File: config.mk
export PLATFORM = sky130hd
export DESIGN_NAME = loop_region_tracker
export DESIGN_NICKNAME = d
export VERILOG_FILES = /design/src/lrt_pkg.sv /design/src/loop_region_tracker.sv /design/src/lrt_ram.sv
export SDC_FILE = /design/constraint.sdc
export NUM_CORES = 2
export LEC_CHECK = 0
export BUFFER_PORTS_ARGS = -buffer_cell sky130_fd_sc_hd__buf_2
export CAP_MARGIN = 15
export CORE_ASPECT_RATIO = 0.5
export CORE_MARGIN = 1
export CORE_UTILIZATION = 50
export DETAILED_ROUTE_END_ITERATION = 8
export GPL_ROUTABILITY_DRIVEN = 0
export GPL_TIMING_DRIVEN = 0
export HOLD_SLACK_MARGIN = 0.02
export PLACE_DENSITY = 0.74
export SYNTH_ARGS = -nofsm -noshare
export SYNTH_HDL_FRONTEND = slang
export SYNTH_HIERARCHICAL = 1
export SYNTH_SLANG_ARGS = --single-unit
File: constraint.sdc
create_clock -name clk_i -period 7.93 [get_ports clk_i]
set_input_delay 0.793 -clock clk_i [delete_from_list [all_inputs] [get_ports clk_i]]
set_output_delay 0.793 -clock clk_i [all_outputs]
set_load 0.005 [all_outputs]
File: src/lrt_pkg.sv
// ----------------------------------------------------------------------------
// lrt_pkg
// shared constants and opcodes of the loop region tracker
// ----------------------------------------------------------------------------
package lrt_pkg;

  // table geometry
  localparam int unsigned MAX_REGIONS = 16;
  localparam int unsigned POS_W       = 32;
  localparam int unsigned IDX_W       = (MAX_REGIONS > 1) ? $clog2(MAX_REGIONS) : 1;
  localparam int unsigned CNT_W       = $clog2(MAX_REGIONS + 1);
  localparam int unsigned CFG_W       = 5;
  localparam int unsigned OP_W        = 3;
  localparam int unsigned SLOT_W      = 4;
  localparam int unsigned ENTRY_W     = 2 * POS_W;

  // request opcodes
  localparam logic [OP_W-1:0] OP_UPDATE = 3'd0;
  localparam logic [OP_W-1:0] OP_CANCEL = 3'd1;
  localparam logic [OP_W-1:0] OP_EXIT   = 3'd2;
  localparam logic [OP_W-1:0] OP_CLEAR  = 3'd3;
  localparam logic [OP_W-1:0] OP_WRITE  = 3'd4;

endpackage

File: src/loop_region_tracker.sv
// ----------------------------------------------------------------------------
// loop_region_tracker
// playback loop region tracker: region table in ram, scanned per position
// update, with entered / cancelled bits and one active region
// ----------------------------------------------------------------------------
//  channel   direction  handshake                  payload
//  in        request    in_valid_i / in_stall_o    opcode, new_pos, slot, start_pos, end_pos
//  out       result     out_valid_o / out_stall_i  jump, target, exit, status fields
//  cfg       write      cfg_we_i                   cfg_wdata_i (region_count)
//
//  a position update reads each used slot from the ram in turn and checks each
//  entry once its registered read data is back, then closes the scan, reads the
//  active slot and runs the final step; every other opcode reads the active slot
//  and runs the final step, a region write first writing the table entry
//  one request is in flight at a time; a finished result waits in the output
//  register while the next request is taken, and stalls only the final step
//  reset clears entered / cancelled bits, active state and region_count;
//  the region table itself is left as is
// ----------------------------------------------------------------------------
module loop_region_tracker (
  input  logic                           clk_i,
  input  logic                           rst_ni,
  // configuration
  input  logic                           cfg_we_i,
  input  logic [lrt_pkg::CFG_W-1:0]      cfg_wdata_i,
  // request channel
  input  logic                           in_valid_i,
  output logic                           in_stall_o,
  input  logic [lrt_pkg::OP_W-1:0]       opcode_i,
  input  logic [lrt_pkg::POS_W-1:0]      new_pos_i,
  input  logic [lrt_pkg::SLOT_W-1:0]     slot_i,
  input  logic [lrt_pkg::POS_W-1:0]      start_pos_i,
  input  logic [lrt_pkg::POS_W-1:0]      end_pos_i,
  // result channel
  output logic                           out_valid_o,
  input  logic                           out_stall_i,
  output logic                           jump_valid_o,
  output logic [lrt_pkg::POS_W-1:0]      target_pos_o,
  output logic                           exit_valid_o,
  output logic                           activated_o,
  output logic                           had_active_o,
  output logic                           active_valid_o,
  output logic [lrt_pkg::SLOT_W-1:0]     active_slot_o,
  output logic [lrt_pkg::POS_W-1:0]      active_start_o,
  output logic [lrt_pkg::POS_W-1:0]      active_end_o
);

  localparam int unsigned POS_W   = lrt_pkg::POS_W;
  localparam int unsigned IDX_W   = lrt_pkg::IDX_W;
  localparam int unsigned CNT_W   = lrt_pkg::CNT_W;
  localparam int unsigned NREG    = lrt_pkg::MAX_REGIONS;

  // sequencer states
  localparam logic [2:0] ST_IDLE  = 3'd0;
  localparam logic [2:0] ST_SCAN  = 3'd1;
  localparam logic [2:0] ST_WRITE = 3'd2;
  localparam logic [2:0] ST_RDACT = 3'd3;
  localparam logic [2:0] ST_EXEC  = 3'd4;

  logic [2:0] state_q, state_d;

  // captured request
  logic [lrt_pkg::OP_W-1:0]   op_q;
  logic [POS_W-1:0]           pos_q;
  logic [lrt_pkg::SLOT_W-1:0] slot_q;
  logic [POS_W-1:0]           wstart_q, wend_q;
  logic                       take;

  // configuration and tracking state
  logic [lrt_pkg::CFG_W-1:0]  count_q;
  logic [CNT_W-1:0]           used;
  logic [CNT_W-1:0]           n_q, n_d;
  logic [NREG-1:0]            entered_q, entered_d;
  logic [NREG-1:0]            cancelled_q, cancelled_d;
  logic                       active_q, active_d;
  logic [IDX_W-1:0]           idx_q, idx_d;
  logic                       act_new_q, act_new_d;

  // scan pipeline
  logic [CNT_W-1:0]           scan_cnt_q, scan_cnt_d;
  logic                       pv_q, pv_d;
  logic [IDX_W-1:0]           pidx_q, pidx_d;
  logic                       found_q, found_d;
  logic [IDX_W-1:0]           fidx_q, fidx_d;
  logic                       issue;

  // table ram
  logic                          ram_we, ram_re;
  logic [IDX_W-1:0]              ram_waddr, ram_raddr;
  logic [lrt_pkg::ENTRY_W-1:0]   ram_rdata;
  logic [POS_W-1:0]              rd_start, rd_end;
  logic                          hit;

  // result
  logic                          out_valid_q, out_valid_d;
  logic                          load;
  logic                          res_jump, res_exit, res_act, res_had, res_av;
  logic [POS_W-1:0]              res_target, res_start, res_end;
  logic [lrt_pkg::SLOT_W-1:0]    res_slot;
  logic                          idx_lt_n, present, drop;

  logic                          jump_q, exit_q, act_q, had_q, av_q;
  logic [POS_W-1:0]              target_q, astart_q, aend_q;
  logic [lrt_pkg::SLOT_W-1:0]    aslot_q;

  assign in_stall_o = (state_q != ST_IDLE);
  assign take       = in_valid_i && !in_stall_o;

  // counts above the table size act as the table size
  assign used = (count_q > lrt_pkg::CFG_W'(NREG)) ? CNT_W'(NREG) : CNT_W'(count_q);

  assign issue = (state_q == ST_SCAN) && (scan_cnt_q < n_q);

  assign ram_we    = (state_q == ST_WRITE);
  assign ram_waddr = IDX_W'(slot_q);
  assign ram_re    = issue || (state_q == ST_RDACT);
  assign ram_raddr = (state_q == ST_RDACT) ? idx_q : scan_cnt_q[IDX_W-1:0];

  lrt_ram #(
    .WIDTH (lrt_pkg::ENTRY_W),
    .DEPTH (NREG)
  ) u_table (
    .clk_i   (clk_i),
    .we_i    (ram_we),
    .waddr_i (ram_waddr),
    .wdata_i ({wstart_q, wend_q}),
    .re_i    (ram_re),
    .raddr_i (ram_raddr),
    .rdata_o (ram_rdata)
  );

  assign rd_start = ram_rdata[2*POS_W-1:POS_W];
  assign rd_end   = ram_rdata[POS_W-1:0];

  // start inclusive, end exclusive; an empty region never hits
  assign hit = (pos_q >= rd_start) && (pos_q < rd_end);

  // final step terms, taken with the active slot entry on the read port
  assign idx_lt_n = (CNT_W'(idx_q) < n_q);
  assign present  = active_q && idx_lt_n;
  assign drop     = ((op_q == lrt_pkg::OP_CANCEL) || (op_q == lrt_pkg::OP_EXIT)) && active_q;
  assign load     = (state_q == ST_EXEC) && (!out_valid_q || !out_stall_i);

  always_comb begin
    res_jump   = (op_q == lrt_pkg::OP_UPDATE) && active_q && !act_new_q && idx_lt_n
                 && (pos_q >= rd_end);
    res_exit   = (op_q == lrt_pkg::OP_EXIT) && present;
    res_act    = act_new_q;
    res_had    = drop;
    res_target = res_jump ? rd_start : (res_exit ? rd_end : '0);
    if (drop) begin
      res_av    = 1'b0;
      res_slot  = '0;
      res_start = '0;
      res_end   = '0;
    end else begin
      res_av    = active_q;
      res_slot  = active_q ? lrt_pkg::SLOT_W'(idx_q) : '0;
      res_start = present ? rd_start : '0;
      res_end   = present ? rd_end : '0;
    end
  end

  // sequencer and tracking state
  always_comb begin
    state_d     = state_q;
    n_d         = n_q;
    entered_d   = entered_q;
    cancelled_d = cancelled_q;
    active_d    = active_q;
    idx_d       = idx_q;
    act_new_d   = act_new_q;
    scan_cnt_d  = scan_cnt_q;
    pv_d        = pv_q;
    pidx_d      = pidx_q;
    found_d     = found_q;
    fidx_d      = fidx_q;

    unique case (state_q)
      ST_IDLE: begin
        if (take) begin
          n_d        = used;
          scan_cnt_d = '0;
          pv_d       = 1'b0;
          found_d    = 1'b0;
          act_new_d  = 1'b0;
          case (opcode_i)
            lrt_pkg::OP_UPDATE: state_d = ST_SCAN;
            lrt_pkg::OP_WRITE:  state_d = ST_WRITE;
            lrt_pkg::OP_CLEAR: begin
              entered_d   = '0;
              cancelled_d = '0;
              active_d    = 1'b0;
              idx_d       = '0;
              state_d     = ST_RDACT;
            end
            default:            state_d = ST_RDACT;
          endcase
        end
      end
      ST_SCAN: begin
        // one slot read per cycle, checked in the following cycle
        pv_d   = issue;
        pidx_d = scan_cnt_q[IDX_W-1:0];
        if (issue) begin
          scan_cnt_d = scan_cnt_q + 1'b1;
        end
        if (pv_q && hit) begin
          entered_d[pidx_q] = 1'b1;
          // a containing slot is entered now, so of its own bits only cancelled can block it
          if (!active_q && !found_q && !cancelled_q[pidx_q]) begin
            found_d = 1'b1;
            fidx_d  = pidx_q;
          end
        end
        if (!issue && !pv_q) begin
          if (!active_q && found_q) begin
            active_d  = 1'b1;
            idx_d     = fidx_q;
            act_new_d = 1'b1;
          end
          state_d = ST_RDACT;
        end
      end
      ST_WRITE: state_d = ST_RDACT;
      ST_RDACT: state_d = ST_EXEC;
      ST_EXEC: begin
        if (load) begin
          if (drop) begin
            cancelled_d[idx_q] = 1'b1;
            active_d           = 1'b0;
            idx_d              = '0;
          end
          state_d = ST_IDLE;
        end
      end
      default: state_d = ST_IDLE;
    endcase
  end

  assign out_valid_d = load ? 1'b1 : (out_valid_q && out_stall_i);

  always_ff @(posedge clk_i or negedge rst_ni) begin
    if (!rst_ni) begin
      state_q     <= ST_IDLE;
      count_q     <= '0;
      n_q         <= '0;
      entered_q   <= '0;
      cancelled_q <= '0;
      active_q    <= 1'b0;
      idx_q       <= '0;
      act_new_q   <= 1'b0;
      scan_cnt_q  <= '0;
      pv_q        <= 1'b0;
      pidx_q      <= '0;
      found_q     <= 1'b0;
      fidx_q      <= '0;
      out_valid_q <= 1'b0;
    end else begin
      state_q     <= state_d;
      if (cfg_we_i) begin
        count_q <= cfg_wdata_i;
      end
      n_q         <= n_d;
      entered_q   <= entered_d;
      cancelled_q <= cancelled_d;
      active_q    <= active_d;
      idx_q       <= idx_d;
      act_new_q   <= act_new_d;
      scan_cnt_q  <= scan_cnt_d;
      pv_q        <= pv_d;
      pidx_q      <= pidx_d;
      found_q     <= found_d;
      fidx_q      <= fidx_d;
      out_valid_q <= out_valid_d;
    end
  end

  // request payload capture
  always_ff @(posedge clk_i) begin
    if (take) begin
      op_q     <= opcode_i;
      pos_q    <= new_pos_i;
      slot_q   <= slot_i;
      wstart_q <= start_pos_i;
      wend_q   <= end_pos_i;
    end
  end

  // output register
  always_ff @(posedge clk_i) begin
    if (load) begin
      jump_q   <= res_jump;
      target_q <= res_target;
      exit_q   <= res_exit;
      act_q    <= res_act;
      had_q    <= res_had;
      av_q     <= res_av;
      aslot_q  <= res_slot;
      astart_q <= res_start;
      aend_q   <= res_end;
    end
  end

  assign out_valid_o    = out_valid_q;
  assign jump_valid_o   = jump_q;
  assign target_pos_o   = target_q;
  assign exit_valid_o   = exit_q;
  assign activated_o    = act_q;
  assign had_active_o   = had_q;
  assign active_valid_o = av_q;
  assign active_slot_o  = aslot_q;
  assign active_start_o = astart_q;
  assign active_end_o   = aend_q;

endmodule

File: src/lrt_ram.sv
// ----------------------------------------------------------------------------
// lrt_ram
// generic single write port ram with one registered read port
// ----------------------------------------------------------------------------
module lrt_ram #(
  parameter int unsigned WIDTH = 64,
  parameter int unsigned DEPTH = 16,
  parameter int unsigned AW    = (DEPTH > 1) ? $clog2(DEPTH) : 1
) (
  input  logic             clk_i,
  input  logic             we_i,
  input  logic [AW-1:0]    waddr_i,
  input  logic [WIDTH-1:0] wdata_i,
  input  logic             re_i,
  input  logic [AW-1:0]    raddr_i,
  output logic [WIDTH-1:0] rdata_o
);

  logic [WIDTH-1:0] mem_q [DEPTH];
  logic [WIDTH-1:0] rdata_q;

  always_ff @(posedge clk_i) begin
    if (we_i) begin
      mem_q[waddr_i] <= wdata_i;
    end
    if (re_i) begin
      rdata_q <= mem_q[raddr_i];
    end
  end

  assign rdata_o = rdata_q;

endmodule

==> impl_metrics.ini <==
[clocking]
htree_levels = 3
ctsLongestPathBuffers = 3
worstSkewPairLatency_ps = 720
tritoncts = yes
cts_resized = 0
cts_setup_buffers = 0
cts_buffers = 114
cts_hold_buf = 0
numClockSinks = 1347
root_buffer = clkbuf_16
path_clk_slew_ps = 60

[floorplan]
die_area_um2 = 104000
die_w_um = 456
pin_count = 220
die_h_um = 229
fp-row-count = 82
core_um2 = 101000
initial_utilization_pct = 50.9

[worst_setup_path]
worst_setup_path_end_kind = flop
cp.arrival_ps = 4640
setup.worst_path.start_class = flop
cp.required_ps = 8360
crit_fanout = 10
critPathLaunch = u_table/rdata_o[19]
timing.rr.start = u_table/rdata_o[19]
crit_type = flop to flop

[power_and_ir_drop]
ir_drop_uv = 248
clkPwrFrac_pct = 27.4
pwr-share-seq_pct = 46.3
p_switching_uw = 6390
p_leak_uw = 0.0197
power_density_nw_per_um2 = 347
intPower_uw = 14200
p_sw_share_pct = 31.0
comb_power_share_pct = 26.3

[global_route]
grt_pass1_vias = 26899
grt_max_degree = 52
antenna_found_initial = 0
grtUsageTotal_pct = 24.9
grt-ovfl-total = 0
grt_pass1_wl_um = 185000

[placement]
portBuffers = 219
place_hpwl_um = 86800

[route]
wl_um = 130000
first_pass_iters = 6
num_vias = 26766
routedWlPerCell_um = 30.0
drtIter0Drc = 3896
drt-vias-per-instance = 6.19
route.detailed.drc = 0
postRouteAntennaNets = 0

[logic_synthesis]
synth.ff_latch_count = 1347
synth_seq_area_share_pct = 78.1
yosys_warnings = 6
async_flop_share_pct = 3.79
synth_cell_types = 60
synth-edff-count = 1296
syn_inst = 2467
synth_common_cells = edfxtp_1 (1296), mux4_2 (256), a22oi_1 (129)
syn_area_um2 = 51500
synth_nets = 2652
synth_top_area_share_pct = 75.6
syn_avg_cell_area_um2 = 20.9
yosys-top-cells-area = edfxtp_1 (76%), mux4_2 (11%), dfrtp_1 (2.5%), a22oi_1 (1.9%), ha_1 (1.8%)
ys.flop_type = edfxtp_1
synthMostInstantiatedCell = edfxtp_1
synth_top_area_cell = edfxtp_1

[layout]
final_nets = 3069
area_growth_pct = 15.7
seqCellArea_um2 = 40200
drive_gt1_share_pct = 26.3
fillCellCount = 6933
multiInputGateArea_um2 = 10500
antenna_cells = 0

[sta]
holdWs_ps = 242
slew_viol_final = 0
rsz0062_at_grt = no
final_hold_viol_count = 0
slew_headroom_pct = 23.7
tightest_slew_ps = 1140
fin_crit_sh_pct = 53.1
fmax_mhz = 237
setup_viol = 0
finClkSkew_ps = 26.2
fin_tns_setup_ps = 0
period_minus_slack_ps = 4210

[min_path]
hp-class = input port to flop
hp-start = start_pos_i[16]

[outcome]
outcome = completed

[run]
maxCapViolCount = 0
[state kept, by name, indices dropped and copies added (netlist names), 4 cells and up]
register / cells
n_q: 5
cancelled_q: 16
active_start_o: 32
ram_waddr: 4
u_table/rdata_o: 64
pos_q: 32
wend_q: 32
idx_q: 4
pidx_q: 4
active_slot_o: 4
u_table/mem_q: 1024
wstart_q: 32
scan_cnt_q: 5
active_end_o: 32
fidx_q: 4
count_q: 5
target_pos_o: 32
[cell families (layout without fill, tap and decap cells)]
family,Yosys count,count (layout),share of synthesized area (%)
XOR/XNOR,1,1,0.0170
flip-flops,1347,1347,78.1
AO/OA/AOI/OAI,277,277,3.80
AND/OR/NAND/NOR,304,304,2.94
multiplexers,275,275,11.7
buffers and inverters,191,705,1.67
adder cells (fa/ha/maj),72,72,1.75
[metrics by stage]
step | cell area, um2 | worst slack, ps | utilization (%) | instances | power, uW
5_1_grt | 59600 | 3650 | 58.9 | 4325 | 21300
6_report | 59600 | 3720 | 58.9 | 4325 | 20600
3_3_place_gp | 54200 | -5100 | 53.7 | 4030 | 14900
2_1_floorplan | 51500 | 1430 | - | 2467 | 12900
4_1_cts | 59500 | 3380 | 58.9 | 4321 | 20600
3_5_place_dp | 55800 | 3390 | 55.2 | 4108 | 15000
[layer usage]
layer	wire [um]	global-route usage, %
met1	47400	32.7
met2	61100	39.2
met3	14300	6.21
met4	6940	12.0
met5	0	0
[cell type report]
cell class / count / share of cell area [%]
buffer: 110 / 0.941
multi-input combinational: 929 / 17.7
inverter: 81 / 0.510
sequential: 1347 / 67.5
timing repair buffer: 301 / 4.27
clock buffer: 147 / 5.15
tap: 1344 / 2.82
clock inverter: 66 / 1.12
[worst max-delay path, stage by stage (launching register included)]
cell,delay [ps]
edfxtp_1,590
inv_1,200
ha_1,370
nand4_1,240
nor4_1,720
nand3_1,330
o211ai_1,220
o21ai_1,220
clkbuf_1,350
o32ai_1,680
[power groups by stage]
stage,clock network [uW],logic (uW),registers [uW]
2_1_floorplan,0,3540,9350
3_3_place_gp,0,5090,9790
3_5_place_dp,0,5350,9680
4_1_cts,5700,5410,9530
5_1_grt,5960,5780,9590
6_report,5650,5430,9560
[worst paths after layout]
| kind | end | slack (ps) | cells after the start |
|---|---|---|---|
| hold reg to reg | cancelled_q[11] | 500 | 2 |
| hold / removal | wstart_q[16] | 240 | 1 |
| setup / recovery | target_pos_o[2] | 3720 | 9 |
| min in group asynchronous | scan_cnt_q[3] | 530 | 2 |
| setup reg to reg | target_pos_o[2] | 3720 | 9 |
| max in group asynchronous | cancelled_q[0] | 6900 | 3 |
[placed cells by master (no fill, tap or decap), types with 36 or more instances in the layout]
cell type / count
clkbuf_16: 116
nand2_1: 111
buf_2: 232
a21oi_1: 47
a22oi_1: 129
edfxtp_1: 1296
inv_1: 81
nor2_1: 36
buf_6: 43
and2_1: 71
mux4_2: 256
dfrtp_1: 51
ha_1: 72
clkbuf_1: 85
(Power assumes the default switching activity.)
